## src/rtl/ptts_pkg.sv

```systemverilog
`timescale 1ns / 1ps
// Shared constants, codes and slot record type for the task table scheduler.
package ptts_pkg;

  localparam int TASK_SLOTS_DEF = 64;
  localparam int MAX_OUT        = 64;

  localparam logic [3:0] CMD_CREATE      = 4'd0;
  localparam logic [3:0] CMD_TERMINATE   = 4'd1;
  localparam logic [3:0] CMD_SLEEP       = 4'd2;
  localparam logic [3:0] CMD_WAKEUP      = 4'd3;
  localparam logic [3:0] CMD_SLEEP_RANGE = 4'd4;
  localparam logic [3:0] CMD_WAKE_RANGE  = 4'd5;
  localparam logic [3:0] CMD_KILL_RANGE  = 4'd6;
  localparam logic [3:0] CMD_GET_PRIO    = 4'd7;
  localparam logic [3:0] CMD_TICK        = 4'd8;

  localparam logic [1:0] ST_OK        = 2'd0;
  localparam logic [1:0] ST_NOT_FOUND = 2'd1;
  localparam logic [1:0] ST_FULL      = 2'd2;

  localparam logic [1:0] MODE_READY = 2'd1;
  localparam logic [1:0] MODE_TIMED = 2'd2;
  localparam logic [1:0] MODE_SUSP  = 2'd3;

  typedef struct packed {
    logic [1:0]  mode;
    logic [15:0] prio;
    logic [30:0] ticks;
  } slot_data_t;

endpackage

```

## src/rtl/ptts_slot_mem.sv

```systemverilog
`timescale 1ns / 1ps
// Per-slot record, next link and prev link memories, each with a registered read port.
module ptts_slot_mem
  import ptts_pkg::*;
#(
  parameter int TASK_SLOTS = TASK_SLOTS_DEF,
  parameter int LW = $clog2(TASK_SLOTS + 1),
  parameter int IW = $clog2(TASK_SLOTS)
) (
  input  logic          clk,
  input  logic [IW-1:0] rd_addr,
  input  logic          data_we,
  input  logic [IW-1:0] data_waddr,
  input  slot_data_t    data_wdata,
  input  logic          next_we,
  input  logic [IW-1:0] next_waddr,
  input  logic [LW-1:0] next_wdata,
  input  logic          prev_we,
  input  logic [IW-1:0] prev_waddr,
  input  logic [LW-1:0] prev_wdata,
  output slot_data_t    rd_data,
  output logic [LW-1:0] rd_next,
  output logic [LW-1:0] rd_prev
);

  slot_data_t    data_mem [TASK_SLOTS];
  logic [LW-1:0] next_mem [TASK_SLOTS];
  logic [LW-1:0] prev_mem [TASK_SLOTS];

  always_ff @(posedge clk) begin
    if (data_we) begin
      data_mem[data_waddr] <= data_wdata;
    end
    rd_data <= data_mem[rd_addr];
  end

  always_ff @(posedge clk) begin
    if (next_we) begin
      next_mem[next_waddr] <= next_wdata;
    end
    rd_next <= next_mem[rd_addr];
  end

  always_ff @(posedge clk) begin
    if (prev_we) begin
      prev_mem[prev_waddr] <= prev_wdata;
    end
    rd_prev <= prev_mem[rd_addr];
  end

endmodule

```

## config.mk

```make
export PLATFORM = sky130hd
export DESIGN_NAME = ptts_slot_mem
export DESIGN_NICKNAME = d
export VERILOG_FILES = /design/src/rtl/ptts_pkg.sv /design/src/rtl/ptts_slot_mem.sv
export SDC_FILE = /design/constraint.sdc
export NUM_CORES = 2
export LEC_CHECK = 0
export CORE_ASPECT_RATIO = 0.75
export CORE_UTILIZATION = 40
export CTS_CLUSTER_SIZE = 40
export DETAILED_ROUTE_END_ITERATION = 16
export DONT_BUFFER_PORTS = 1
export GPL_TIMING_DRIVEN = 1
export PLACE_DENSITY = 0.59
export SLEW_MARGIN = 20
export SYNTH_ARGS = -nofsm -noshare
export SYNTH_HDL_FRONTEND = slang
export SYNTH_SLANG_ARGS = --single-unit
```

## constraint.sdc

```tcl
create_clock -name clk -period 7.2 [get_ports clk]
set_input_delay 0.72 -clock clk [delete_from_list [all_inputs] [get_ports clk]]
set_output_delay 0.72 -clock clk [all_outputs]
set_load 0.02 [all_outputs]
```

==> impl_metrics.ini <==
[cts]
cts.htree.levels = 5
cts_tree = yes
post_cts_buffers = 0
ctsHoldBuffers = 73
cts_num_sinks = 4095
numCtsBuffers = 395
clk_latency_ns = 0.99
cts_root_buf = clkbuf_16
cts_buffer_depth = 4
cts_resized = 0
path_clk_slew_ns = 0.07

[timing]
slew_headroom = 0.0924
setup-tns-final_ns = 0
finalSetupViolations = 0
period_share = 0.532
maxSlewViolCount = 0
skew_ns = 0.0800
period_needed_ns = 3.83
fmax_mhz = 261
hold_violations = 0
rsz0062_at_grt = no
whs_ns = 0.0472
tightest_slew_ns = 1.36

[floorplan]
initial_utilization = 0.402
dieArea_um2 = 388000
io_pins = 154
die_w_um = 719
core-area_um2 = 384000
die_h_um = 540
rows = 197

[setup_path]
crit_family = buffers and inverters
cp_data_required_time_ns = 8.04
path_cells = buf_16 > buf_16 > buf_16 > buf_16 > buf_16 > mux4_2 > a22oi_1 > nand3_1 > o211a_1
path_buf_inv = 5
slowest_stage = mux4_2
crit_top_cell = buf_16
cp_max_fo = 87
startpoint_type = primary input
cp-end-kind = flip-flop
critPathMaxStageDelay_ns = 0.56
critPathArrivalTime_ns = 4.67
critPathKind = in2reg

[global_routing]
grt_max_degree = 375
antenna_found_initial = 30
grt_pass1_vias = 74600
grt_use_total = 0.226
grt_pass1_wl_um = 612000
gr-total-overflow = 0

[synthesis]
ys_seq_area_frac = 0.793
synth_cells = 6590
synth_warnings = 0
synth_nets = 6681
synth.distinct_cells = 32
ys_seq_elements = 4095
synth_area_um2 = 154000
syn_avg_cell_area_um2 = 23.4

[route]
routed_via_density = 6.17
drt-pass1-iter-count = 5
wire_per_inst_um = 36.4
drtIter0Drc = 12400
drc = 0
drt-total-wl_um = 446000
num_vias = 75600
final_antenna_net_count = 0

[run]
cap_violations = 0

[cells_and_area]
final_cell_mix = edfxtp_1 (4032), mux4_2 (1008), clkbuf_16 (398), a22oi_1 (252), nor2_1 (170)
nNetsFinal = 6944
layout_commonest_cell = edfxtp_1
diodes = 0
drive_above_1_share = 0.264
synthToLayoutAreaGrowth_pct = 13.9
finalInstanceArea_um2 = 176000

[pwr]
ir_drop_mv = 0.229
switching_share = 0.218
p_int_mw = 38.6
p_leak_nw = 53.7
p_comb_frac = 0.046
pwr-share-seq = 0.539
power.switching_mw = 10.8
p_per_area_nw_per_um2 = 281
clockPowerShare = 0.415

[placement]
placed_area_um2 = 161000
io_buffers = 0
dp_hpwl_um = 238000
routabilityCongestion = 0.776

[status]
outcome = finished clean

[min_path]
hold_class = in2reg
## layer usage
metal / track usage / vias up / wire length (µm)
met5: 0 / - / 41
met2: 0.330 / 4630 / 197000
met4: 0.0525 / 6 / 10700
met1: 0.343 / 41300 / 183000
li1: - / 29000 / -
met3: 0.0560 / 609 / 55400
## worst reg2reg max path, cell delays in order, from the launching register on
cell and delay [ns]:
edfxtp_1 0.36, mux4_2 0.46, mux2i_1 0.56, a211oi_1 0.27
o211a_1 0.30
## path summary, 6_finish.rpt
| path | cells after the start | to | slack [ns] | from |
|---|---|---|---|---|
| worst max-delay path | 9 | rd_prev[4] | 3.37 | rd_addr[0] |
| worst min register to register | 4 | rd_data[43] | 0.82 | data_mem[6][43] |
| worst max register to register | 4 | rd_data[29] | 5.14 | data_mem[46][29] |
| worst min-delay path | 1 | data_mem[27][12] | 0.05 | data_wdata[12] |
## cell type report
| cell class | instances | area (µm²) |
|---|---|---|
| clock buffer | 510 | 10600 |
| clock inverter | 220 | 2120 |
| fill | 31200 | 208000 |
| inverter | 1 | 3.75 |
| multi-input combinational | 2116 | 30600 |
| sequential | 4095 | 122000 |
| tap | 5074 | 6350 |
| timing repair buffer | 244 | 3670 |
## power by group through the flow
stage | logic, mW | clock network (mW) | registers [mW]
floorplan | 1.24 | 0 | 27.0
global placement | 1.73 | 0 | 27.1
detailed placement | 1.75 | 0 | 27.1
CTS | 2.19 | 20.7 | 26.6
global route | 2.37 | 21.6 | 26.6
finish | 2.26 | 20.5 | 26.6
## kinds of logic (layout without fill, tap and decap cells)
logic type / after synthesis / after routing / share of synthesized area
DFF: 4095 / 4095 / 0.793
AOI/OAI and AO/OA: 564 / 564 / 0.0278
and+or+nand+nor: 453 / 453 / 0.0136
buffers and inverters: 379 / 975 / 0.0122
muxes: 1099 / 1099 / 0.153
## registers in the layout, indices dropped and copies added, names as in the netlist
signal / count
data_mem: 3136
next_mem: 448
rd_prev: 7
rd_next: 7
rd_data: 49
prev_mem: 448
## synth_stat cells
master    instances  area (µm²)
nand3_1         122         611
mux2i_1          91         911
a211oi_1         60         450
a22oi_1         252        1890
o211a_1          63         631
clkbuf_1        127         477
a221oi_1          3        26.3
nand4_1           3        18.8
or3_1             4        25.0
o221ai_1         63         552
a21oi_1          25         125
dfxtp_1          63        1260
nor4bb_1          1        10.0
nor2b_1          13        81.3
clkbuf_2          2        10.0
or2_2             2        12.5
nor2_1          237         890
nand2_1          19        71.3
mux4_2         1008       22700
nor3_1            4        20.0
and2_1            3        18.8
buf_4            60         450
buf_1            22        82.6
edfxtp_1       4032      121000
nand2b_1          9        56.3
buf_6             4        45.0
or3b_2            6        52.6
buf_2           163         816
nand3b_1         29         218
o22ai_1          98         613
clkinv_1          1        3.75
nor4b_1           1        8.76
## metrics by stage
stage,util,cells,setup slack [ns],power [mW]
floorplan,-,6590,3.27,28.2
global placement,0.419,11400,2.18,28.9
detailed placement,0.420,11500,2.15,28.9
CTS,0.457,12300,3.19,49.6
global route,0.458,12300,3.15,50.6
finish,0.458,12300,3.37,49.4
No activity file was read; power rests on OpenSTA's default activity.
