[src/rtl/ptts_pkg.sv]
`timescale 1ns / 1ps
// Shared constants, codes and slot record type for the task table scheduler.
package ptts_pkg;

  localparam int TASK_SLOTS_DEF = 64;
  localparam int MAX_OUT        = 64;

  localparam logic [3:0] CMD_CREATE      = 4'd0;
  localparam logic [3:0] CMD_TERMINATE   = 4'd1;
  localparam logic [3:0] CMD_SLEEP       = 4'd2;
  localparam logic [3:0] CMD_WAKEUP      = 4'd3;
  localparam logic [3:0] CMD_SLEEP_RANGE = 4'd4;
  localparam logic [3:0] CMD_WAKE_RANGE  = 4'd5;
  localparam logic [3:0] CMD_KILL_RANGE  = 4'd6;
  localparam logic [3:0] CMD_GET_PRIO    = 4'd7;
  localparam logic [3:0] CMD_TICK        = 4'd8;

  localparam logic [1:0] ST_OK        = 2'd0;
  localparam logic [1:0] ST_NOT_FOUND = 2'd1;
  localparam logic [1:0] ST_FULL      = 2'd2;

  localparam logic [1:0] MODE_READY = 2'd1;
  localparam logic [1:0] MODE_TIMED = 2'd2;
  localparam logic [1:0] MODE_SUSP  = 2'd3;

  typedef struct packed {
    logic [1:0]  mode;
    logic [15:0] prio;
    logic [30:0] ticks;
  } slot_data_t;

endpackage

[src/rtl/ptts_free_stack.sv]
`timescale 1ns / 1ps
// LIFO of free slot ids in a memory; entries at or above the high-water mark read as their index.
module ptts_free_stack
  import ptts_pkg::*;
#(
  parameter int TASK_SLOTS = TASK_SLOTS_DEF,
  parameter int LW = $clog2(TASK_SLOTS + 1),
  parameter int IW = $clog2(TASK_SLOTS)
) (
  input  logic          clk,
  input  logic          rst,
  input  logic          pop,
  input  logic          push,
  input  logic [IW-1:0] push_slot,
  output logic [IW-1:0] top_slot,
  output logic          empty,
  output logic [LW-1:0] free_count
);

  logic [IW-1:0] mem [TASK_SLOTS];
  logic [LW-1:0] top;
  logic [LW-1:0] hwm;
  logic [IW-1:0] rd_addr;
  logic [IW-1:0] rd_data;
  logic [IW-1:0] rd_idx;
  logic          rd_ident;
  logic [LW-1:0] top_dec;

  assign top_dec    = top - LW'(1);
  assign rd_addr    = (top < LW'(TASK_SLOTS)) ? top[IW-1:0] : '0;
  assign empty      = (top == LW'(TASK_SLOTS));
  assign free_count = LW'(TASK_SLOTS) - top;
  assign top_slot   = rd_ident ? rd_idx : rd_data;

  always_ff @(posedge clk) begin
    if (rst) begin
      top <= '0;
      hwm <= '0;
    end else if (pop) begin
      top <= top + LW'(1);
      if (top == hwm) begin
        hwm <= top + LW'(1);
      end
    end else if (push) begin
      top <= top_dec;
    end
  end

  always_ff @(posedge clk) begin
    if (push) begin
      mem[top_dec[IW-1:0]] <= push_slot;
    end
    rd_data  <= mem[rd_addr];
    rd_idx   <= rd_addr;
    rd_ident <= (top >= hwm);
  end

endmodule

[config.mk]
export PLATFORM = sky130hd
export DESIGN_NAME = ptts_free_stack
export DESIGN_NICKNAME = d
export VERILOG_FILES = /design/src/rtl/ptts_pkg.sv /design/src/rtl/ptts_free_stack.sv
export SDC_FILE = /design/constraint.sdc
export NUM_CORES = 1
export LEC_CHECK = 0
export BUFFER_PORTS_ARGS = -buffer_cell sky130_fd_sc_hd__buf_2
export CAP_MARGIN = 25
export CORE_AREA = 2 2 202 155
export CTS_CLUSTER_SIZE = 14
export DETAILED_ROUTE_END_ITERATION = 10
export DIE_AREA = 0 0 204 157
export PLACE_DENSITY = 0.74
export REMOVE_ABC_BUFFERS = 1
export SETUP_SLACK_MARGIN = 0.02
export SYNTH_ARGS = -nofsm -noshare
export SYNTH_HDL_FRONTEND = slang
export SYNTH_SLANG_ARGS = --single-unit
export TNS_END_PERCENT = 100
[constraint.sdc]
create_clock -name clk -period 2.75 [get_ports clk]
set_input_delay 0.55 -clock clk [delete_from_list [all_inputs] [get_ports clk]]
set_output_delay 0.55 -clock clk [all_outputs]
set_load 0.02 [all_outputs]
==> run summary, run 1 <==
The floorplan step defined a die boundary enclosing 32030 um2. The pre-antenna-repair detailed-routing pass consisted of 5 iterations. At the end of the flow the core is filled with cells to 64.69%.

The worst setup path is of the flop to flop kind. In this run, placement finished with an instance count of 1530. The time the final worst path needs with I/O delays and setup is 2666 ps. Setup slack closes at 84.06 ps. The count of nets left with antenna violations once routing finished came out at 0. The critical-path cell with the highest stage delay is a21oi_1.

Dividing the detail-routed via count by the number of cells gives 6.256. The run gives 0 as the count of final setup violators. The worst register-to-register path begins at top[0]$_SDFFE_PP0P_. Of all flip-flops after synthesis, the portion carrying an async set or reset was 0%. The initial utilization of the core area, before any placement, comes to 56.65%. In this run the power density over the cells is 758.9 nW/um2.

In this run the number of H-tree levels came out at 2. Of all nets on the critical path, the largest fanout is 37. The final antenna diode count is 0. The first global-routing pass estimated 61350 um of wire.

For the area occupied by multi-input gates, the log shows 4415 um2. Summing internal, switching and leakage power gives 14.66 mW. Timing would allow up to 0.3751 GHz. The average instance in the mapped netlist occupies 15.84 um2. The run gives 12080 um2 as the combined flip-flop and latch cell area. The final instance count without filler cells is 1598, and the CTS buffer count is 39. The clock passes through at most 3 buffers. Summed over all failing endpoints, the final setup total negative slack is 0 ps. Setup repair after global routing left no endpoint under its margin. Across the VDD grid, the largest voltage drop is 579.6 uV. Clock-pin slew was measured on the worst setup and hold paths at 60 ps. CTS placed an instance of clkbuf_16 at the clock tree root.

Of the cells placed in the final design, the portion with a size suffix greater than 1 is 21.43%. The signal on the critical path passes through buf_4 > nor2_1 > nand2_1 > a21oi_1 > a21oi_1 > nor2_1. The final route contains 9997 vias. The placed instances occupy a cell area of 18060 um2. The number of global-route vias before repair was 9742.

Pre-CTS setup slack: 241.5 ps. The cell count of the worst hold path is 2, and the remaining routing DRC violations is 0. The tools report the DRC marker count from the first detailed-route iteration as 1151.

The transition time at the pin with the least slew margin works out to 1014 ps. The tightest min-delay check is of the input port to flop type. TritonCTS built the clock tree. After routing the design area is 19320 um2. The filler cells instantiated in the layout total 2135.

For flop-to-flop paths, the worst setup slack is 80 ps. After clock tree synthesis, the setup repair step added 0 buffers. Detailed placement finished with a half-perimeter wire length of 27010 um.

The run gives 2950 ps as the data required time at the worst endpoint. Worst hold slack: 327.2 ps. After synthesis the cells add up to 16920 um2. Reported leakage power: 6.392 nW. The end of the worst hold path was top[5]$_SDFFE_PP0P_.

The run finished with clean final reports. 24 I/O pins were placed. The region available for standard cell placement spans 29870 um2. STA classifies the critical path endpoint as a flop. The number of different library cells used by synthesis comes to 56. The height of the die was 157 um; the number of buffers inserted for hold repair after clock tree synthesis was 0. The hold violation total from the final report is 0, and the number of buffers and inverters on the critical path is 1.

From left edge to right edge, the die measures 204 um. Entering global routing, the biggest net connects 71 pins. The final max-slew violation count came out at 0. For this run, the number of Yosys warnings is 0. After global routing the overflow that remains totals 0. STA classifies the critical path startpoint as a flop. The number of enable flip-flop cells after synthesis works out to 384. The overall routing resource usage is 26.16%, and the number of I/O port buffers is 23. Compared with the post-synthesis result, the final layout area differs by 14.19%. The delay contributed by the slowest stage of the critical path came out at 700 ps. Counting flops and latches in the post-synthesis netlist gives 411. Max-cap violations in this run came to 0.

Headroom to the max-slew limit came out at 32.37%. The worst hold path begins at pop. Dividing the final minimum period by the clock period gives 96.94%. Measured in cells, the most critical reg-to-reg path has a length of 6. The tools report the total routed wirelength as 40650 um. Clock latency on the worst-skew pair, taken at its later pin, is 540 ps. The number of antenna violations at the first check in global routing came out at 0. The register area share after synthesis was 71.35%; the average wire per cell in the routed design was 25.44 um.

In this run the critical register-to-register path is captured at mem[42][1]$_DFFE_PP_. The kind of cell adding the most delay to the critical path is compound AO/OA/AOI/OAI gates. Between clock sinks in the finished design, the worst skew comes to 19.70 ps.

In the final design database the tool counted 1192 nets. The critical path arrival is 2870 ps, and the final weighted congestion of routability-driven global placement is 0.9819. The clock sink total came out at 411. The number of standard-cell rows in the floorplan was 55.

Synthesis handed over a netlist of 1068 instances. The top flip-flop cell by instance count after synthesis was edfxtp_1.
[state kept, by name, summed over array words and instances (netlist names)]
name	flops
rd_idx	6
rd_data	6
mem	384
hwm	7
rd_ident	1
top	7
[area by class of cell]
class | count | share of cell area, %
sequential | 411 | 62.52
clock inverter | 17 | 0.9132
timing repair buffer | 127 | 5.220
tap | 399 | 2.584
inverter | 18 | 0.3497
clock buffer | 51 | 5.557
multi-input combinational | 575 | 22.85
[worst reg2reg max path, delay by kind of cell, from the launching register on]
family	cells	cell delay [ps]
DFF	1	420
buffers and inverters	1	460
and+or+nand+nor	3	690
AOI/OAI and AO/OA	2	750
[power breakdown]
part	switching, mW	leakage [nW]	total, mW	internal [mW]
registers	0.117	3.68	7.13	7.02
clock network	2.17	0.614	5.29	3.11
logic	1.39	2.10	2.24	0.850
[how the worst max path moves through the flow]
stage	to	cells after the start	slack, ps	startpoint
6_report	mem[42][1]$_DFFE_PP_	6	80	top[0]$_SDFFE_PP0P_
5_1_grt	mem[47][3]$_DFFE_PP_	7	30	top[0]$_SDFFE_PP0P_
4_1_cts	free_count[6]	5	100	top[0]$_SDFFE_PP0P_
3_5_place_dp	mem[47][0]$_DFFE_PP_	7	240	top[0]$_SDFFE_PP0P_
3_3_place_gp	mem[42][4]$_DFFE_PP_	6	230	top[0]$_SDFFE_PP0P_
2_1_floorplan	mem[48][0]$_DFFE_PP_	7	-3180	top[0]$_SDFFE_PP0P_
[cells in the mapped netlist, types with 22 or more instances]
| library cell | n | share of area, % |
|---|---|---|
| a211oi_1 | 22 | 0.98 |
| buf_2 | 26 | 0.77 |
| dfxtp_1 | 27 | 3.2 |
| edfxtp_1 | 384 | 68 |
| mux2_2 | 31 | 2.1 |
| mux2i_1 | 56 | 3.3 |
| mux4_2 | 33 | 4.4 |
| nand2_1 | 42 | 0.93 |
| nor2_1 | 121 | 2.7 |
| o21ai_0 | 25 | 0.74 |
| o22ai_1 | 39 | 1.4 |
[kinds of logic (layout without fill, tap and decap cells)]
kind of cell / Yosys count / after routing / synth area share (%)
AOI/OAI and AO/OA: 197 / 197 / 8.423
xor gates and xnor gates: 17 / 17 / 0.8800
adders and majority gates: 10 / 10 / 0.7395
buffers and inverters: 82 / 213 / 2.611
DFF: 411 / 411 / 71.35
muxes: 120 / 120 / 9.769
and+or+nand+nor: 231 / 231 / 6.227
[metal layers]
| layer | up-vias | global-route usage (%) | wire [um] |
|---|---|---|---|
| li1 | 4410 | - | - |
| met2 | 564 | 38.63 | 17870 |
| met4 | 0 | 9.006 | 1349 |
| met5 | - | 0 | 0 |
| met3 | 97 | 6.687 | 4639 |
| met1 | 4926 | 38.15 | 16790 |
[what timing repair did]
item	4_1_cts	5_1_grt
pin swaps	0	0
resized for setup	1	2
endpoints found under the setup margin	1	7
[layout by cell type (no fill, tap or decap), types with 6 or more instances in the layout]
cell type / netlist / layout
a211oi_1: 22 / 22
a21oi_1: 15 / 15
a221o_1: 7 / 7
a22oi_1: 18 / 18
a32o_1: 11 / 11
and2_1: 7 / 7
buf_12: 0 / 9
buf_2: 26 / 23
buf_4: 13 / 95
clkbuf_1: 16 / 9
clkbuf_16: 0 / 41
clkinv_1: 1 / 8
clkinv_2: 0 / 6
dfxtp_1: 27 / 25
edfxtp_1: 384 / 384
ha_1: 10 / 10
inv_1: 14 / 14
mux2_2: 31 / 31
mux2i_1: 56 / 56
mux4_2: 33 / 33
nand2_1: 42 / 42
nand2b_1: 7 / 7
nand3_1: 12 / 12
nor2_1: 121 / 119
nor2b_1: 18 / 18
o211ai_1: 8 / 8
o21ai_0: 25 / 25
o221ai_1: 10 / 10
o22ai_1: 39 / 39
o32ai_1: 9 / 9
xnor2_1: 13 / 13
Power figures use the tool's default switching activity.
==> run 2, diff against run 1 <==
--- a/config.mk
+++ b/config.mk
@@ -11,6 +11,7 @@
 export CTS_CLUSTER_SIZE = 14
 export DETAILED_ROUTE_END_ITERATION = 10
 export DIE_AREA = 0 0 204 157
+export MAX_ROUTING_LAYER = met4
 export PLACE_DENSITY = 0.74
 export REMOVE_ABC_BUFFERS = 1
 export SETUP_SLACK_MARGIN = 0.02
==> run 2 against run 1 <==
Final cell count rose by 0.13%. Sequential power barely moved. Power rose by 0.71%. Utilization did not move. Critical endpoint is now free_count[6]. Clock skew fell by 9.9 ps. Combinational power barely moved. Count of clock-buffer cells in the layout fell by 4.
==> run summary, run 2 (synthesized netlist as in run 1, its figures left out) <==
The tools report the net total in the final layout as 1193. Pin placement for this block handled 24 I/O pins. The tools report the kind of start point of the critical path as a flop. Across the VDD grid, the largest voltage drop is 617.1 uV.

The logs give 3 for the maximum root-to-sink buffer count and 39 for the CTS buffer count. The per-cell via count in the routed design was 6.337; the final weighted congestion of routability-driven global placement was 0.9472. The logs give 0 for the hold violation total from the final report and 0 ps for the total negative setup slack. The worst slew slack as a fraction of its limit came out at 31.80%. For the number of search-and-repair iterations in the first detailed-routing pass, the log shows 6. The worst setup path is captured at a primary output.

The final critical path takes up 96.38% of the cycle. The detail route stage leaves a number of antenna-violating nets equal to 0. In this run the worst path has a maximum fanout of 13. Timing analysis after detailed placement gives a worst setup slack of 256.0 ps. For the worst setup path, the data required time is 2200 ps. From bottom edge to top edge, the die measures 157 um. Buffers added to address setup during post-CTS repair amount to 0. The logs give 99.57 ps for the final worst slack and 9734 for the number of global-route vias before repair.

Leaving out fill and tap cells, the most frequent cell in the layout is edfxtp_1. The register with the most flip-flops in the layout has 384 of them. The critical path arrival is 2100 ps. The path type of the worst min-delay path was input port to flop. The signal on the critical path passes through inv_2 > buf_4 > ha_2 > nand3_1 > xnor2_2 > buf_2. The cell at the root of the clock tree is clkbuf_16.

The DRC marker count from the first detailed-route iteration is 1283. The cell family contributing the most delay on the critical path is buffers and inverters. Summed over all layers, the global routing overflow is 0. The clock skew is 9.846 ps. The total routed wirelength is 40780 um, and the overall die area is 32030 um2. Setup repair after global routing could not meet its margin everywhere. At the pin with the least slew margin, the transition time is 1019 ps. After floorplanning, the core was sized to cover 29870 um2. On the critical path, the stage with the largest delay is an instance of dfxtp_4.

The number of antenna violations at the first check in global routing came out at 1. The flow ran to the end, and the final reports show no timing, DRC or antenna violations. The remaining routing DRC violations is 0, and the post-synthesis to final-layout area growth is 14.19%. The tools report the count of final setup violators as 0. The later-pin clock latency in the skew report was 530 ps. For the worst flop-to-flop path, the logic depth is 7. The floorplan has 55 rows. Hold repair after CTS inserted 0 buffers. The routed layout has 10140 vias. CTS built an H-tree with a depth of 2. The HPWL after detailed placement is 27240 um. TritonCTS built the clock tree.

The number of buffers and inverters on the critical path is 3. Clock-pin slew was measured on the worst setup and hold paths at 60 ps. The number of filler cells placed in the layout was 2134. In the layout the commonest cells are edfxtp_1, nor2_1, buf_4.

The fmax is 0.3773 GHz, and the first-pass GRT wire length is 61150 um. The starting utilization of the core area is 56.65%, and the cell area power density is 764.3 nW/um2. Entering global routing, the biggest net connects 77 pins. Max-cap violations in this run came to 0. The horizontal die dimension came out at 204 um. Buffers placed on the I/O ports in this run total 23.

Hold is met by 354.8 ps. The final max-slew violation count came out at 0. The reported leakage power came out at 6.396 nW. The time the final worst path needs with I/O delays and setup is 2650 ps, and the average wire per cell in the routed design is 25.49 um. The clock sink total is 411. In the global route stage, overall resource usage came out at 26.87%. The category of the most critical setup path is flop to primary output. In this run the number of cells on the critical path is 6.

The share of final-layout standard cells stronger than drive strength 1 was 21.75%. Cell count of the worst hold path: 2. The delay contributed by the slowest stage of the critical path works out to 380 ps.
## run 2: layout make-up
type,count,area [um2],area share (%)
inverters,18,67.56,0.3497
well taps,399,499.2,2.584
multi-input cells,575,4425,22.91
diodes,1,2.502,0.01295
clock inverters,21,219.0,1.133
clock buffers,47,1049,5.427
repair buffers,128,978.4,5.064
flip-flops and latches,411,12080,62.52
## run 2: final timing paths
check	endpoint	slack [ps]	start
setup / recovery	free_count[6]	100	top[0]$_SDFFE_PP0P_
hold / removal	top[5]$_SDFFE_PP0P_	350	pop
setup reg to reg	mem[11][3]$_DFFE_PP_	180	top[0]$_SDFFE_PP0P_
hold reg to reg	hwm[6]$_SDFFE_PP0P_	500	hwm[6]$_SDFFE_PP0P_
## run 2: where the power goes
group / internal [mW] / total [mW] / switching (mW)
Sequential: 7.02 / 7.12 / 0.107
Clock: 3.18 / 5.37 / 2.20
Combinational: 0.849 / 2.27 / 1.42
Total: 11.0 / 14.8 / 3.73
## run 2: timing repair
item                                    in CTS  in global routing
endpoints found under the setup margin       1                  3
resized for setup                            1                  4
pin swaps                                    0                  0
## run 2: per-layer routing
metal	vias up	GRT usage [%]	wire length, um
met1	5060	38.33	16950
li1	4420	-	-
met4	0	6.936	988
met3	89	6.563	4342
met2	570	39.20	18500
met5	-	-	0
## run 2: stage by stage
stage               power [mW]  utilization, %  instances  cell area (um2)
floorplan                8.573               -       1004            16540
global placement         9.428           60.37       1531            18030
detailed placement       9.465           60.37       1531            18030
CTS                      14.78           64.62       1599            19300
global route             15.19           64.69       1600            19320
finish                   14.77           64.69       1600            19320
==> run 3, diff against run 2 <==
==> constraint.sdc (replaced) <==
create_clock -name clk -period 2.75 [get_ports clk]
set_input_delay 0.275 -clock clk [delete_from_list [all_inputs] [get_ports clk]]
set_output_delay 0.275 -clock clk [all_outputs]
set_load 0.02 [all_outputs]
==> run 3 against run 2 <==
Non-clock buffer count fell by 19. Worst hold slack worse by 350 ps. Via count decreased by 1.5%. Final cell count shrank 1.2%. Power decreased by 2.4%. Utilization is 0.80 points lower. Sequential cell count is the same. Highest routed layer unchanged.
==> run summary, run 3 (synthesized netlist as in run 1, its figures left out) <==
The run finished with clean final reports. The worst setup path is of the flop to flop kind. STA puts the critical path data arrival time at 2850 ps. CTS built an H-tree with a depth of 2. Headroom to the max-slew limit came out at 35.45%. Summed over all layers, the routed wires come to 41100 um.

The tools report the number of antenna violations at the first check in global routing as 0. The tools report the data required time at the worst endpoint as 2920 ps. The DRC marker count from the first detailed-route iteration was 1244. Per-cell via count in the routed design: 6.318. The initialized floorplan defines 55 standard-cell rows.

The logs give 73 for the pin count of the biggest net entering global routing and 39 for the CTS buffer count. The run gives 0 as the count of final setup violators. In the final timing run, aggregate negative setup slack is 0 ps. Total power for the finished layout comes to 14.41 mW. The worst-case IR drop observed on VDD is 564.7 uV.

The tools report the final weighted congestion of routability-driven global placement as 0.9623. The first-pass GRT wire length is 61650 um. Max-cap violations in this run came to 0. For this configuration, the core starts out at a cell density of 56.65%.

The later-pin clock latency in the skew report was 550 ps. CTS saw 411 sinks. For the core occupancy in the finished layout, the log shows 63.88%. The number of vias after detailed routing is 9989. The fmax was 0.3739 GHz; the core region area was 29870 um2. The root buffer cell chosen for the clock tree is clkbuf_16.

The overall die area was 32030 um2. The repair_antennas step left the layout with diodes totalling 0. The number of global-route vias before repair was 9675. The number of filler cells placed in the layout was 2106; the time the final worst path needs with I/O delays and setup was 2675 ps.

The logs give 0 for the post-route antenna net violation count and 26750 um for the HPWL after detailed placement. For this design the ratio of total power to cell area is 755.3 nW/um2. The final worst-path cycle share is 97.26%, and the maximum root-to-sink buffer count is 3. The clock skew was 19.81 ps. The die is 204 um wide. The worst setup path is launched from a flop. In the layout the commonest cells are edfxtp_1, nor2_1, buf_4. The reported leakage power was 6.245 nW.

Clock-pin slew was measured on the worst setup and hold paths at 60 ps. Number of flip-flops under the largest register name: 384. The final worst slack came out at 75.37 ps. OpenSTA, run right after detailed placement, puts the worst setup slack at 185.2 ps. The overflow left after global routing was 0; the highest net fanout along the worst path was 12.

The average wire per cell in the routed design is 25.99 um. Of the cells placed in the final design, the portion with a size suffix greater than 1 is 19.88%. The final max-slew violation count was 0; the transition time at the pin with the least slew margin was 963.7 ps.

From synthesis to final layout, the design area changed by 12.77%. In the global route stage, overall resource usage came out at 27.23%. The number of setup buffers added after CTS is 0.

Path type of the worst min-delay path: input port to flop. The number of search-and-repair iterations in the first detailed-routing pass is 5. For the hold violation total from the final report, the log shows 0. Setup repair after global routing could not meet its margin everywhere. 24 I/O pins were placed. In the final design database the tool counted 1174 nets. The floorplan step set the die height to 157 um. During placement, the flow inserted port buffers numbering 23. Summing all placed instances gives a cell area of 17860 um2. For the final instance area, the log shows 19080 um2.

The library cell used most frequently in the layout, excluding fill and tap cells, is edfxtp_1. The worst setup path is captured at a flop. For the remaining routing DRC violations, the log shows 0. TritonCTS built the clock tree.
==> run 3: cell types whose count changed in the layout (fill, tap and decap cells not counted), moves of 4 or more <==
| cell | previous run | this run |
|---|---|---|
| buf_4 | 99 | 79 |
| clkinv_1 | 10 | 5 |
| clkbuf_1 | 6 | 15 |
| bufinv_16 | 5 | 1 |
==> run 3: path summary, 6_finish.rpt <==
kind / start / to / slack [ps] / cells past startpoint
max: top[0]$_SDFFE_PP0P_ / mem[17][3]$_DFFE_PP_ / 80 / 8
min reg2reg: hwm[6]$_SDFFE_PP0P_ / hwm[6]$_SDFFE_PP0P_ / 500 / 2
max reg2reg: top[0]$_SDFFE_PP0P_ / mem[17][3]$_DFFE_PP_ / 80 / 8
min: push_slot[3] / mem[63][3]$_DFFE_PP_ / 8 / 1
==> run 3: cell type report <==
class                   count  area, um2  share of cell area, %
clock buffers              57       1096                  5.745
multi-input cells         575       4408                  23.10
flip-flops and latches    411      12080                  63.31
well taps                 399      499.2                  2.617
inverters                  18      67.56                 0.3541
clock inverters            12      81.33                 0.4263
repair buffers            109      848.3                  4.446
==> run 3: repair_timing <==
| item | CTS | global route |
|---|---|---|
| gates resized for setup | 0 | 1 |
| setup endpoints to repair | 0 | 6 |
| hold buffers | 0 | 0 |
==> run 3: metrics by stage <==
step,std cells,hold slack [ps]
CTS,1579,64.63
global route,1581,2.395
floorplan,1004,347.4
global placement,1510,478.0
detailed placement,1510,495.6
finish,1581,7.541
==> run 3: layer usage <==
layer / vias to the layer above / track usage, % / part of all wire (%)
met5: - / - / 0
met4: 0 / 7.764 / 2.4
met3: 81 / 5.901 / 11
met2: 581 / 39.81 / 45
met1: 4961 / 38.97 / 41
li1: 4366 / - / -
==> run 3: report_power, final <==
part | leakage (nW) | internal, mW | total (mW) | switching (mW)
Clock | 0.578 | 2.86 | 5.04 | 2.18
Sequential | 3.68 | 7.02 | 7.12 | 0.107
Combinational | 1.99 | 0.840 | 2.25 | 1.41
Total | 6.25 | 10.7 | 14.4 | 3.70
==> run 3: critical path: stages, from the launching register on <==
cell and delay, ps:
dfxtp_4 430, inv_2 80, ha_1 200, inv_1 140, a21oi_1 110, o32ai_1 490, buf_4 210, nand2b_1 190
nor2_1 460
