`src/rtl/ptts_pkg.sv`:
```
`timescale 1ns / 1ps
// Shared constants, codes and slot record type for the task table scheduler.
package ptts_pkg;

  localparam int TASK_SLOTS_DEF = 64;
  localparam int MAX_OUT        = 64;

  localparam logic [3:0] CMD_CREATE      = 4'd0;
  localparam logic [3:0] CMD_TERMINATE   = 4'd1;
  localparam logic [3:0] CMD_SLEEP       = 4'd2;
  localparam logic [3:0] CMD_WAKEUP      = 4'd3;
  localparam logic [3:0] CMD_SLEEP_RANGE = 4'd4;
  localparam logic [3:0] CMD_WAKE_RANGE  = 4'd5;
  localparam logic [3:0] CMD_KILL_RANGE  = 4'd6;
  localparam logic [3:0] CMD_GET_PRIO    = 4'd7;
  localparam logic [3:0] CMD_TICK        = 4'd8;

  localparam logic [1:0] ST_OK        = 2'd0;
  localparam logic [1:0] ST_NOT_FOUND = 2'd1;
  localparam logic [1:0] ST_FULL      = 2'd2;

  localparam logic [1:0] MODE_READY = 2'd1;
  localparam logic [1:0] MODE_TIMED = 2'd2;
  localparam logic [1:0] MODE_SUSP  = 2'd3;

  typedef struct packed {
    logic [1:0]  mode;
    logic [15:0] prio;
    logic [30:0] ticks;
  } slot_data_t;

endpackage

```
`src/rtl/ptts_ctrl.sv`:
```
`timescale 1ns / 1ps
// Command sequencer: list walks, slot updates, link rebuild and the output register.
module ptts_ctrl
  import ptts_pkg::*;
#(
  parameter int TASK_SLOTS = TASK_SLOTS_DEF,
  parameter int LW = $clog2(TASK_SLOTS + 1),
  parameter int IW = $clog2(TASK_SLOTS)
) (
  input  logic            clk,
  input  logic            rst,
  input  logic            in_valid,
  output logic            in_stall,
  input  logic [3:0]      cmd,
  input  logic [5:0]      task_id,
  input  logic [15:0]     priority_req,
  input  logic [15:0]     pri_low,
  input  logic [15:0]     pri_high,
  input  logic [30:0]     sleep_ticks,
  output logic            out_valid,
  input  logic            out_stall,
  output logic [1:0]      status,
  output logic [5:0]      result_id,
  output logic            has_task,
  output logic [15:0]     task_priority,
  output logic [6:0]      match_count,
  output logic            last,
  output logic [IW-1:0]   rd_addr,
  output logic            data_we,
  output logic [IW-1:0]   data_waddr,
  output slot_data_t      data_wdata,
  output logic            next_we,
  output logic [IW-1:0]   next_waddr,
  output logic [LW-1:0]   next_wdata,
  output logic            prev_we,
  output logic [IW-1:0]   prev_waddr,
  output logic [LW-1:0]   prev_wdata,
  input  slot_data_t      rd_data,
  input  logic [LW-1:0]   rd_next,
  input  logic [LW-1:0]   rd_prev,
  output logic            pop,
  output logic            push,
  output logic [IW-1:0]   push_slot,
  input  logic [IW-1:0]   top_slot,
  input  logic            free_empty,
  output logic [TASK_SLOTS-1:0] active_map
);

  localparam logic [LW-1:0] NIL = LW'(TASK_SLOTS);

  localparam logic [2:0] S_IDLE    = 3'd0;
  localparam logic [2:0] S_RD      = 3'd1;
  localparam logic [2:0] S_EXEC    = 3'd2;
  localparam logic [2:0] S_WALK_RD = 3'd3;
  localparam logic [2:0] S_WALK    = 3'd4;
  localparam logic [2:0] S_FIN     = 3'd5;
  localparam logic [2:0] S_INS1    = 3'd6;
  localparam logic [2:0] S_INS2    = 3'd7;

  function automatic logic [IW-1:0] link_idx(input logic [LW-1:0] l);
    logic [IW-1:0] r;
    r = (l >= NIL) ? '0 : l[IW-1:0];
    return r;
  endfunction

  function automatic slot_data_t sleep_fn(input slot_data_t d, input logic [30:0] t);
    slot_data_t r;
    r = d;
    if (t != 31'd0) begin
      r.mode  = MODE_TIMED;
      r.ticks = t;
    end else begin
      r.mode = MODE_SUSP;
    end
    return r;
  endfunction

  function automatic slot_data_t wake_fn(input slot_data_t d);
    slot_data_t r;
    r = d;
    if (d.mode == MODE_TIMED) begin
      r.mode  = MODE_READY;
      r.ticks = '0;
    end else if (d.mode == MODE_SUSP) begin
      r.mode = (d.ticks != 31'd0) ? MODE_TIMED : MODE_READY;
    end
    return r;
  endfunction

  function automatic slot_data_t tick_fn(input slot_data_t d);
    slot_data_t r;
    r = d;
    if (d.mode == MODE_TIMED) begin
      if (d.ticks > 31'd1) begin
        r.ticks = d.ticks - 31'd1;
      end else begin
        r.ticks = '0;
        r.mode  = MODE_READY;
      end
    end
    return r;
  endfunction

  logic [2:0]      state, state_next;
  logic [3:0]      cmd_r;
  logic [5:0]      id_r;
  logic [15:0]     preq_r, lo_r, hi_r;
  logic [30:0]     ticks_r;
  logic [LW-1:0]   head, head_next;
  logic [LW-1:0]   cur, cur_next;
  logic [LW-1:0]   pk, pk_next;
  logic [LW-1:0]   cnt, cnt_next;
  logic            have_pend, have_pend_next;
  logic [IW-1:0]   pend_id, pend_next;
  logic [IW-1:0]   new_slot, new_slot_next;
  logic [TASK_SLOTS-1:0] active, active_next;

  logic            accept, out_free;
  logic [IW-1:0]   id_idx, cur_idx, nx_idx;
  logic            id_ok, cur_nil, match, kill, is_tick, create_stop;
  logic            take, need_emit, step_fire;
  slot_data_t      upd_d;

  logic            emit, e_has, e_last;
  logic [1:0]      e_status;
  logic [IW-1:0]   e_id;
  logic [15:0]     e_prio;
  logic [LW-1:0]   e_cnt;

  assign accept     = in_valid && !in_stall;
  assign in_stall   = (state != S_IDLE);
  assign out_free   = !out_valid || !out_stall;
  assign active_map = active;

  assign id_idx  = IW'(id_r);
  assign id_ok   = (32'(id_r) < 32'(TASK_SLOTS)) && active[id_idx];
  assign cur_nil = (cur == NIL);
  assign cur_idx = link_idx(cur);
  assign nx_idx  = link_idx(rd_next);
  assign match   = (rd_data.prio >= lo_r) && (rd_data.prio <= hi_r);
  assign kill    = (cmd_r == CMD_KILL_RANGE) && match;
  assign is_tick = (cmd_r == CMD_TICK);
  assign create_stop = cur_nil || (preq_r < rd_data.prio);

  always_comb begin
    case (cmd_r)
      CMD_SLEEP_RANGE: upd_d = match ? sleep_fn(rd_data, ticks_r) : rd_data;
      CMD_WAKE_RANGE:  upd_d = match ? wake_fn(rd_data) : rd_data;
      CMD_TICK:        upd_d = tick_fn(rd_data);
      default:         upd_d = rd_data;
    endcase
  end

  // a ready task is only reported once the following one shows up or the walk ends, so last can be set
  assign take      = is_tick && (upd_d.mode == MODE_READY) && (32'(cnt) < 32'(MAX_OUT));
  assign need_emit = take && have_pend;
  assign step_fire = !need_emit || out_free;

  always_comb begin
    state_next     = state;
    head_next      = head;
    cur_next       = cur;
    pk_next        = pk;
    cnt_next       = cnt;
    have_pend_next = have_pend;
    pend_next      = pend_id;
    new_slot_next  = new_slot;
    active_next    = active;
    rd_addr        = id_idx;
    data_we        = 1'b0;
    data_waddr     = cur_idx;
    data_wdata     = upd_d;
    next_we        = 1'b0;
    next_waddr     = link_idx(pk);
    next_wdata     = cur;
    prev_we        = 1'b0;
    prev_waddr     = cur_idx;
    prev_wdata     = pk;
    pop            = 1'b0;
    push           = 1'b0;
    push_slot      = cur_idx;
    emit           = 1'b0;
    e_status       = ST_OK;
    e_id           = '0;
    e_has          = 1'b0;
    e_prio         = '0;
    e_cnt          = '0;
    e_last         = 1'b1;

    unique case (state)
      S_IDLE: begin
        cur_next       = head;
        pk_next        = NIL;
        cnt_next       = '0;
        have_pend_next = 1'b0;
        if (accept) begin
          unique case (cmd) inside
            CMD_TERMINATE, CMD_SLEEP, CMD_WAKEUP, CMD_GET_PRIO: state_next = S_RD;
            CMD_CREATE: state_next = free_empty ? S_EXEC : S_WALK_RD;
            CMD_SLEEP_RANGE, CMD_WAKE_RANGE, CMD_KILL_RANGE, CMD_TICK:
              state_next = S_WALK_RD;
            default: state_next = S_EXEC;
          endcase
        end
      end

      S_RD: begin
        state_next = S_EXEC;
      end

      S_EXEC: begin
        if (out_free) begin
          emit       = 1'b1;
          state_next = S_IDLE;
          case (cmd_r) inside
            CMD_CREATE: e_status = ST_FULL;
            CMD_TERMINATE, CMD_SLEEP, CMD_WAKEUP, CMD_GET_PRIO: begin
              if (!id_ok) begin
                e_status = ST_NOT_FOUND;
              end else begin
                e_id  = id_idx;
                e_has = 1'b1;
                case (cmd_r)
                  CMD_TERMINATE: begin
                    active_next[id_idx] = 1'b0;
                    push      = 1'b1;
                    push_slot = id_idx;
                    if (rd_prev == NIL) begin
                      head_next = rd_next;
                    end else begin
                      next_we    = 1'b1;
                      next_waddr = link_idx(rd_prev);
                      next_wdata = rd_next;
                    end
                    if (rd_next != NIL) begin
                      prev_we    = 1'b1;
                      prev_waddr = nx_idx;
                      prev_wdata = rd_prev;
                    end
                  end
                  CMD_SLEEP: begin
                    data_we    = 1'b1;
                    data_waddr = id_idx;
                    data_wdata = sleep_fn(rd_data, ticks_r);
                  end
                  CMD_WAKEUP: begin
                    data_we    = 1'b1;
                    data_waddr = id_idx;
                    data_wdata = wake_fn(rd_data);
                  end
                  default: e_prio = rd_data.prio;
                endcase
              end
            end
            default: e_status = ST_OK;
          endcase
        end
      end

      S_WALK_RD: begin
        rd_addr    = cur_idx;
        state_next = S_WALK;
      end

      S_WALK: begin
        rd_addr = cur_idx;
        if (cmd_r == CMD_CREATE) begin
          if (create_stop) begin
            state_next = S_INS1;
          end else begin
            pk_next  = cur;
            cur_next = rd_next;
            rd_addr  = nx_idx;
          end
        end else if (cur_nil) begin
          state_next = S_FIN;
        end else if (step_fire) begin
          rd_addr  = nx_idx;
          cur_next = rd_next;
          if (kill) begin
            active_next[cur_idx] = 1'b0;
            push = 1'b1;
          end else begin
            // relink survivors behind the last kept task
            if (pk == NIL) begin
              head_next = cur;
            end else begin
              next_we = 1'b1;
            end
            prev_we = 1'b1;
            pk_next = cur;
            data_we = 1'b1;
          end
          if (is_tick) begin
            if (take) begin
              if (have_pend) begin
                emit   = 1'b1;
                e_id   = pend_id;
                e_has  = 1'b1;
                e_last = 1'b0;
              end
              pend_next      = cur_idx;
              have_pend_next = 1'b1;
              cnt_next       = cnt + LW'(1);
            end
          end else if (match) begin
            cnt_next = cnt + LW'(1);
          end
        end
      end

      S_FIN: begin
        rd_addr = cur_idx;
        if (out_free) begin
          emit       = 1'b1;
          state_next = S_IDLE;
          if (pk == NIL) begin
            head_next = NIL;
          end else begin
            next_we    = 1'b1;
            next_wdata = NIL;
          end
          if (is_tick) begin
            e_id  = have_pend ? pend_id : '0;
            e_has = have_pend;
          end else begin
            e_cnt = cnt;
          end
        end
      end

      S_INS1: begin
        rd_addr       = cur_idx;
        new_slot_next = top_slot;
        pop           = 1'b1;
        active_next[top_slot] = 1'b1;
        next_we       = 1'b1;
        next_waddr    = top_slot;
        next_wdata    = cur;
        prev_we       = 1'b1;
        prev_waddr    = top_slot;
        prev_wdata    = pk;
        data_we       = 1'b1;
        data_waddr    = top_slot;
        data_wdata    = '{mode: MODE_READY, prio: preq_r, ticks: '0};
        state_next    = S_INS2;
      end

      S_INS2: begin
        rd_addr = cur_idx;
        if (out_free) begin
          emit       = 1'b1;
          e_id       = new_slot;
          e_has      = 1'b1;
          state_next = S_IDLE;
          if (pk == NIL) begin
            head_next = LW'(new_slot);
          end else begin
            next_we    = 1'b1;
            next_wdata = LW'(new_slot);
          end
          if (!cur_nil) begin
            prev_we    = 1'b1;
            prev_wdata = LW'(new_slot);
          end
        end
      end

      default: state_next = S_IDLE;
    endcase
  end

  always_ff @(posedge clk) begin
    if (rst) begin
      state     <= S_IDLE;
      head      <= NIL;
      active    <= '0;
      have_pend <= 1'b0;
      out_valid <= 1'b0;
    end else begin
      state     <= state_next;
      head      <= head_next;
      active    <= active_next;
      have_pend <= have_pend_next;
      if (emit) begin
        out_valid <= 1'b1;
      end else if (!out_stall) begin
        out_valid <= 1'b0;
      end
    end
  end

  always_ff @(posedge clk) begin
    cur      <= cur_next;
    pk       <= pk_next;
    cnt      <= cnt_next;
    pend_id  <= pend_next;
    new_slot <= new_slot_next;
    if (accept) begin
      cmd_r   <= cmd;
      id_r    <= task_id;
      preq_r  <= priority_req;
      lo_r    <= pri_low;
      hi_r    <= pri_high;
      ticks_r <= sleep_ticks;
    end
    if (emit) begin
      status        <= e_status;
      result_id     <= 6'(e_id);
      has_task      <= e_has;
      task_priority <= e_prio;
      match_count   <= 7'(e_cnt);
      last          <= e_last;
    end
  end

endmodule

```
`config.mk`:
```
export PLATFORM = sky130hd
export DESIGN_NAME = ptts_ctrl
export DESIGN_NICKNAME = d
export VERILOG_FILES = /design/src/rtl/ptts_pkg.sv /design/src/rtl/ptts_ctrl.sv
export SDC_FILE = /design/constraint.sdc
export NUM_CORES = 1
export LEC_CHECK = 0
export ABC_AREA = 1
export BUFFER_PORTS_ARGS = -buffer_cell sky130_fd_sc_hd__buf_2
export CELL_PAD_IN_SITES_DETAIL_PLACEMENT = 0
export CELL_PAD_IN_SITES_GLOBAL_PLACEMENT = 2
export CORE_MARGIN = 2
export CORE_UTILIZATION = 33
export DETAILED_ROUTE_END_ITERATION = 7
export PLACE_DENSITY_LB_ADDON = 0.1
export SLEW_MARGIN = 15
export SYNTH_ARGS = -nofsm -noshare
export SYNTH_HDL_FRONTEND = slang
export SYNTH_SLANG_ARGS = --single-unit
```
`constraint.sdc`:
```
create_clock -name clk -period 7.4 [get_ports clk]
set_input_delay 0.74 -clock clk [delete_from_list [all_inputs] [get_ports clk]]
set_output_delay 0.74 -clock clk [all_outputs]
set_load 0.01 [all_outputs]
```
==> results.yml, run 1 <==
setup_path:
  worst_path_arrival_ns: 5.15
  critical_path.startpoint_type: "register"
  cp_cell_sequence: "inv_1, ha_1, nand2_1, nor3_1, nand2_1, nand2_1, nand2_1, nand2_2, inv_1, nand2_1, buf_4, clkinv_1, a221oi_1, o41ai_1, o21ai_0, nand2_1, buf_2"
  r2r_slack_ns: 2.01
  setup.worst_path.end_class: "output port"
  criticalPathCategory: "register to output port"
  crit_path_max_incr_delay_ns: 0.62
  slowest_stage: "sky130_fd_sc_hd__nand2_2"
  critical_path.startpoint: "hi_r[15]$_DFFE_PP_"
  worst_ep_required_time_ns: 6.66
  cp_common_cell: "sky130_fd_sc_hd__nand2_1"
  timing.critical_path.fanout_max: 28
  worstReg2RegStart: "hi_r[15]$_DFFE_PP_"
  terminus_of_the_critical_flop_to_flop_path: "task_priority[4]$_SDFFCE_PP0P_"
  r2r.worst_path.cells: 17
grt:
  grt_pass1_vias: 18500
  initial_antenna_violation_count: 6
  global_route.usage.total_pct: 29.8
  grt_remaining_overflow: 0
  grt_pass1_wl_microns: 120000
  largest_net_degree_at_the_start_of_global_routing: 117
place:
  place_worst_setup_slack_ns: 1.38
  count_of_buffers_from_port_buffering: 359
  final_weighted_congestion_in_routability_driven_placement: 0.944
  dp_hpwl_microns: 61200
timing:
  finalSetupViolCount: 0
  slew_viol_final: 0
  tightest_slew_margin_relative_to_the_limit_pct: 26.0
  max_freq_mhz: 170
  post-route-min-period_ns: 5.89
  final-hold-violation-count: 0
  setup_total_negative_slack_ns: 0
  period_share_pct: 79.6
  skew_ns: 0.0198
  hold-worst-slack_ns: 0.306
  timing.final.ws_setup_ns: 1.51
  tightest_slew_ns: 1.11
  rsz0062_at_grt: "false"
logic_synthesis:
  synth_enable_flop_cells: 155
  synthesis.area_per_instance_sq_um: 6.83
  synth_adder_area_share_pct: 3.73
  synthSimpleGateAreaFrac_pct: 27.8
  synth_most_common_cell: "sky130_fd_sc_hd__nand2_1"
  postSynth.asyncResetShare_pct: 0
  synth.yosys.seq_area_share_pct: 36.1
  synth.area.top_cells: "sky130_fd_sc_hd__edfxtp_1 27%, sky130_fd_sc_hd__nand2_1 12%, sky130_fd_sc_hd__nor2_1 9.1%, sky130_fd_sc_hd__dfxtp_1 8.9%, sky130_fd_sc_hd__inv_1 7.5%"
  synth.area.mux_share_pct: 0
  syn-num-nets: 2721
  synth_top_area_share_pct: 27.2
  synth.cell_area_sq_mm: 0.0171
  synth-compound-area-share_pct: 21.4
  synth_ff_type: "sky130_fd_sc_hd__edfxtp_1"
  synth_top_family_by_area: "simple AND/OR/NAND/NOR gates"
  synth_cell_types: 53
  syn_inst: 2507
  xor_xnor_share_of_the_synthesized_area_pct: 0.716
  yosys_reg_bits: 231
  number_of_warnings_printed_during_yosys_synthesis: 0
  yosysTopAreaCell: "sky130_fd_sc_hd__edfxtp_1"
  netlist_top_cells_count: "537 x sky130_fd_sc_hd__nand2_1, 417 x sky130_fd_sc_hd__nor2_1, 342 x sky130_fd_sc_hd__inv_1, 240 x sky130_fd_sc_hd__o21ai_0, 155 x sky130_fd_sc_hd__edfxtp_1"
die:
  die_height_microns: 232
  floorplan.die.width_microns: 232
  placeableCoreArea_sq_mm: 0.0513
  boundaryPins: 360
  die_area_sq_mm: 0.0537
  initial_core_util_pct: 33.4
  row_count: 83
hold_path:
  hp-class: "input pin to register"
  holdCritStartpoint: "pri_high[2]"
  timing.hold.worst_endpoint: "hi_r[2]$_DFFE_PP_"
  hold_depth: 1
cts:
  postCtsResizedCells: 0
  tritoncts: "built"
  post-cts-setup-buffer-count: 0
  cts_made_buffers: 29
  cts_sinks: 231
  cts.path.max_buffers: 3
  ctsRootBufferMaster: "sky130_fd_sc_hd__clkbuf_16"
  clk_transition_reported_paths_ns: 0.06
  maximum_level_of_the_cts_h_tree: 1
  clkLatencyLatePin_ns: 0.60
  cts_hold_buffers_added: 0
run_status:
  outcome: "completed"
power_and_ir_drop:
  p_leak_uw: 0.00935
  pwr_density_cell_mw_per_mm2: 358
  comb_power_share_pct: 49.1
  clock_share_of_power_pct: 20.2
  internal_power_uw: 3840
  power.switching_uw: 3500
  vdd_drop_max_mv: 0.229
  post-layout-total-power_uw: 7350
  power_frac_seq_pct: 30.7
  switching_share_pct: 47.7
layout:
  num-nets-final: 3035
  utilization_pct: 40.0
  final_layout_size_suffix_gt1_share_pct: 16.1
  multi_input_comb_area_sq_mm: 0.00923
  fillerInstances: 5569
  storage_cell_area_sq_mm: 0.00618
  area_delta_synth_final_pct: 19.9
detailed_routing:
  route.antenna.remaining_nets: 0
  post_drt_via_cell_ratio: 5.63
  routed-via-count: 19900
  wirelength_microns: 83300
  drt-wirelength-per-cell_microns: 23.6
  number_of_optimization_iterations_in_the_first_detailed_route_pass: 5
  dr.first_iter.drc_count: 2169
  detail_route.drc_violations: 0
job:
  max_cap_viol_count: 0
logic make-up after synthesis:
group,count (synthesis)
adder cells (fa/ha/maj),51
flip-flops,231
AND/OR/NAND/NOR,1156
buffers and inverters,452
AO/OA/AOI/OAI,603
XOR/XNOR,14
critical path, delay by kind of cell (launching register included):
family	cells	cell delay, ns
DFF	1	0.34
and+or+nand+nor	8	1.73
AOI/OAI and AO/OA	3	0.67
buffers and inverters	5	1.48
adders and majority gates	1	0.29
registers in the layout (all words and copies together), names as in the netlist, 2 cells and up:
register and flops:
status 2, result_id 6, hi_r 16, preq_r 16, task_priority 16, cnt 7
pk 7, new_slot 6, active_map 64, pend_id 6, match_count 7, ticks_r 31
id_idx 6, state 3, cmd_r 4, head 7, lo_r 16, cur 7
power groups by stage:
| stage | Sequential [uW] | Clock [uW] | Combinational (uW) |
|---|---|---|---|
| CTS | 2240 | 1510 | 3590 |
| global route | 2290 | 1560 | 4000 |
| finish | 2250 | 1490 | 3600 |
| floorplan | 2230 | 0 | 2180 |
| global placement | 2270 | 0 | 3550 |
| detailed placement | 2270 | 0 | 3570 |
placed cells by master, fill, tap and decap left out, types with 6 or more instances in the layout:
master | netlist | layout
sky130_fd_sc_hd__o211ai_1 | 12 | 12
sky130_fd_sc_hd__nand4_1 | 26 | 26
sky130_fd_sc_hd__inv_2 | 8 | 9
sky130_fd_sc_hd__nand3_2 | 6 | 6
sky130_fd_sc_hd__a32oi_1 | 11 | 11
sky130_fd_sc_hd__edfxtp_1 | 155 | 155
sky130_fd_sc_hd__nor2_2 | 5 | 7
sky130_fd_sc_hd__buf_4 | 1 | 21
sky130_fd_sc_hd__o2111ai_1 | 9 | 9
sky130_fd_sc_hd__a2111oi_0 | 7 | 7
sky130_fd_sc_hd__a31oi_1 | 15 | 15
sky130_fd_sc_hd__o21bai_1 | 9 | 9
sky130_fd_sc_hd__nor2_1 | 417 | 413
sky130_fd_sc_hd__o21ai_1 | 8 | 8
sky130_fd_sc_hd__o221ai_1 | 39 | 39
sky130_fd_sc_hd__diode_2 | 0 | 6
sky130_fd_sc_hd__clkinv_1 | 5 | 8
sky130_fd_sc_hd__o31ai_1 | 12 | 12
sky130_fd_sc_hd__nand2_1 | 537 | 537
sky130_fd_sc_hd__a221oi_1 | 15 | 15
sky130_fd_sc_hd__nor3_1 | 45 | 45
sky130_fd_sc_hd__a211oi_1 | 6 | 6
sky130_fd_sc_hd__nor4_1 | 11 | 11
sky130_fd_sc_hd__a21oi_1 | 88 | 88
sky130_fd_sc_hd__ha_1 | 51 | 51
sky130_fd_sc_hd__o22ai_1 | 104 | 104
sky130_fd_sc_hd__inv_1 | 342 | 341
sky130_fd_sc_hd__o21ai_0 | 240 | 239
sky130_fd_sc_hd__clkbuf_1 | 68 | 10
sky130_fd_sc_hd__clkbuf_16 | 0 | 31
sky130_fd_sc_hd__buf_2 | 18 | 359
sky130_fd_sc_hd__dfxtp_1 | 76 | 76
sky130_fd_sc_hd__nand3_1 | 92 | 92
sky130_fd_sc_hd__xor2_1 | 14 | 14
final cells by class:
type / instances / share of cell area, %
Antenna cell: 6 / 0.0731
Clock buffer: 41 / 3.96
Clock inverter: 13 / 0.774
Inverter: 355 / 6.49
Multi-Input combinational cell: 1824 / 45.0
Sequential cell: 231 / 30.1
Tap cell: 680 / 4.14
Timing Repair Buffer: 380 / 9.52
stage by stage:
stage	std cells	cell area, sq um
floorplan	2507	17100
global placement	3470	19500
detailed placement	3470	19500
CTS	3524	20500
global route	3529	20500
finish	3530	20500
per-layer routing:
metal	vias to the layer above	track usage (%)	routed length (microns)
met2	1022	46.4	37200
met3	169	4.13	6870
li1	9184	-	-
met4	0	11.4	3180
met5	-	0	0
met1	9512	41.7	36000
worst max path at each step:
stage / end / slack [ns]
2_1_floorplan: cmd_r[0]$_DFFE_PP_ / 2.29
3_3_place_gp: active_map[50]$_SDFFE_PP0P_ / 1.43
3_5_place_dp: active_map[57]$_SDFFE_PP0P_ / 1.38
4_1_cts: data_wdata[24] / 1.64
5_1_grt: data_wdata[24] / 1.24
6_report: data_wdata[24] / 1.51
No activity file was read; power rests on OpenSTA's default activity.
==> inputs of run 2 (changes only) <==
- CORE_UTILIZATION: 33 -> 30
- clock period: 7.4 -> 6.1 ns (I/O delays scaled with it)
==> results.yml, run 2 (synthesis gave the netlist of run 1 again) <==
power_and_ir_drop:
  post-layout-total-power_uw: 9060
  pwr_density_cell_mw_per_mm2: 437
  p_leak_uw: 0.00944
  vdd_drop_max_mv: 0.300
  internal_power_uw: 4720
  power.switching_uw: 4340
  clock_share_of_power_pct: 20.2
  power_frac_seq_pct: 30.4
  switching_share_pct: 47.9
  comb_power_share_pct: 49.4
setup_path:
  worstReg2RegStart: "hi_r[11]$_DFFE_PP_"
  r2r_slack_ns: 2.01
  timing.critical_path.fanout_max: 22
  criticalPathCategory: "register to output port"
  r2r.worst_path.cells: 23
  critical_path.startpoint_type: "register"
  worst_ep_required_time_ns: 5.49
  terminus_of_the_critical_flop_to_flop_path: "active_map[40]$_SDFFE_PP0P_"
  worst_path_arrival_ns: 4.38
  setup.worst_path.end_class: "output port"
hold_path:
  timing.hold.worst_endpoint: "id_idx[3]$_DFFE_PP_"
  hold_depth: 1
  hp-class: "input pin to register"
  holdCritStartpoint: "task_id[3]"
cts:
  clkLatencyLatePin_ns: 0.58
  tritoncts: "built"
  cts_sinks: 231
  cts_hold_buffers_added: 0
  ctsRootBufferMaster: "sky130_fd_sc_hd__clkbuf_16"
  post-cts-setup-buffer-count: 0
  cts.path.max_buffers: 3
  postCtsResizedCells: 0
  maximum_level_of_the_cts_h_tree: 1
  cts_made_buffers: 30
  clk_transition_reported_paths_ns: 0.06
grt:
  grt_remaining_overflow: 0
  largest_net_degree_at_the_start_of_global_routing: 85
  global_route.usage.total_pct: 28.4
  grt_pass1_wl_microns: 126000
  grt_pass1_vias: 18500
  initial_antenna_violation_count: 3
place:
  count_of_buffers_from_port_buffering: 359
  place_worst_setup_slack_ns: 1.44
  post_dp_cell_area_sq_mm: 0.0197
  final_weighted_congestion_in_routability_driven_placement: 0.964
  dp_hpwl_microns: 65600
  placedCellCount: 3559
timing:
  slew_viol_final: 0
  finalSetupViolCount: 0
  timing.final.ws_setup_ns: 1.11
  post-route-min-period_ns: 4.99
  rsz0062_at_grt: "false"
  period_share_pct: 81.9
  skew_ns: 0.0261
  final-hold-violation-count: 0
  max_freq_mhz: 200
  setup_total_negative_slack_ns: 0
  tightest_slew_margin_relative_to_the_limit_pct: 32.9
  tightest_slew_ns: 1.01
die:
  die_height_microns: 243
  row_count: 87
  die_area_sq_mm: 0.0590
  placeableCoreArea_sq_mm: 0.0564
  floorplan.die.width_microns: 243
  initial_core_util_pct: 30.4
  boundaryPins: 360
detailed_routing:
  routed-via-count: 19800
  post_drt_via_cell_ratio: 5.47
  number_of_optimization_iterations_in_the_first_detailed_route_pass: 6
  detail_route.drc_violations: 0
  dr.first_iter.drc_count: 2009
  wirelength_microns: 87000
  drt-wirelength-per-cell_microns: 24.1
  route.antenna.remaining_nets: 0
layout:
  final_cell_mix: "537 x sky130_fd_sc_hd__nand2_1, 414 x sky130_fd_sc_hd__nor2_1, 359 x sky130_fd_sc_hd__buf_2, 341 x sky130_fd_sc_hd__inv_1, 239 x sky130_fd_sc_hd__o21ai_0"
  multi_input_comb_area_sq_mm: 0.00922
  commonest_non_fill_non_tap_cell_in_the_layout: "sky130_fd_sc_hd__nand2_1"
  largest_register_ff_count: 64
  area_delta_synth_final_pct: 21.2
  finalNonFillerCells: 3616
  num-nets-final: 3050
  storage_cell_area_sq_mm: 0.00618
  final_layout_size_suffix_gt1_share_pct: 16.6
  fillerInstances: 6267
  post-route-cell-area_sq_mm: 0.0207
  antenna_cells: 0
job:
  max_cap_viol_count: 0
run_status:
  outcome: "completed"
run 2: how the worst max path moves through the flow:
| stage | from | end | depth (start not counted) |
|---|---|---|---|
| after CTS | id_idx[2]$_DFFE_PP_ | data_wdata[27] | 19 |
| final | cmd_r[1]$_DFFE_PP_ | data_wdata[27] | 16 |
| after global routing | id_idx[2]$_DFFE_PP_ | data_wdata[27] | 19 |
| after detailed placement | rd_data[42] | data_wdata[24] | 18 |
| after global placement | rd_data[38] | data_wdata[24] | 20 |
| after floorplan | state[0]$_SDFFE_PP0P_ | cmd_r[0]$_DFFE_PP_ | 5 |
run 2: cell type report:
class,instances,share of cell area [%]
clock buffer,36,3.83
sequential,231,29.8
timing repair buffer,394,10.0
inverter,355,6.43
multi-input combinational,1824,44.4
clock inverter,20,0.959
tap,756,4.56
run 2: worst max-delay path: stages, from the launching register on:
cell and delay, ns:
sky130_fd_sc_hd__edfxtp_1 0.54, sky130_fd_sc_hd__inv_1 0.10, sky130_fd_sc_hd__nor2_1 0.06, sky130_fd_sc_hd__nand2_1 0.06, sky130_fd_sc_hd__buf_4 0.31, sky130_fd_sc_hd__inv_1 0.36
sky130_fd_sc_hd__nor3_1 0.44, sky130_fd_sc_hd__nor2_1 0.11, sky130_fd_sc_hd__nand3_1 0.14, sky130_fd_sc_hd__nor2_4 0.08, sky130_fd_sc_hd__nand2_1 0.09, sky130_fd_sc_hd__nand2_1 0.05
sky130_fd_sc_hd__buf_4 0.18, sky130_fd_sc_hd__inv_1 0.65, sky130_fd_sc_hd__nand2_1 0.10, sky130_fd_sc_hd__o21ai_1 0.30, sky130_fd_sc_hd__buf_2 0.20
run 2: per-stage QoR:
stage / utilization [%] / hold slack (ns)
final: 36.8 / 0.204
after global placement: 35.0 / 0.444
after CTS: 36.8 / 0.178
after detailed placement: 35.0 / 0.466
after global routing: 36.8 / 0.192
after floorplan: - / 0.429
run 2: layer usage:
layer	vias up	global-route usage [%]	part of all wire, %
li1	9194	-	-
met1	9510	39.5	44
met2	928	46.7	46
met3	131	3.38	7.0
met4	0	7.25	2.7
met5	-	0	0
run 2: power by group through the flow:
stage          Combinational (uW)  Clock (uW)  Sequential (uW)
5_1_grt                      4940        1930             2800
4_1_cts                      4440        1870             2740
3_5_place_dp                 4420           0             2770
6_report                     4470        1830             2760
3_3_place_gp                 4410           0             2770
2_1_floorplan                2650           0             2710
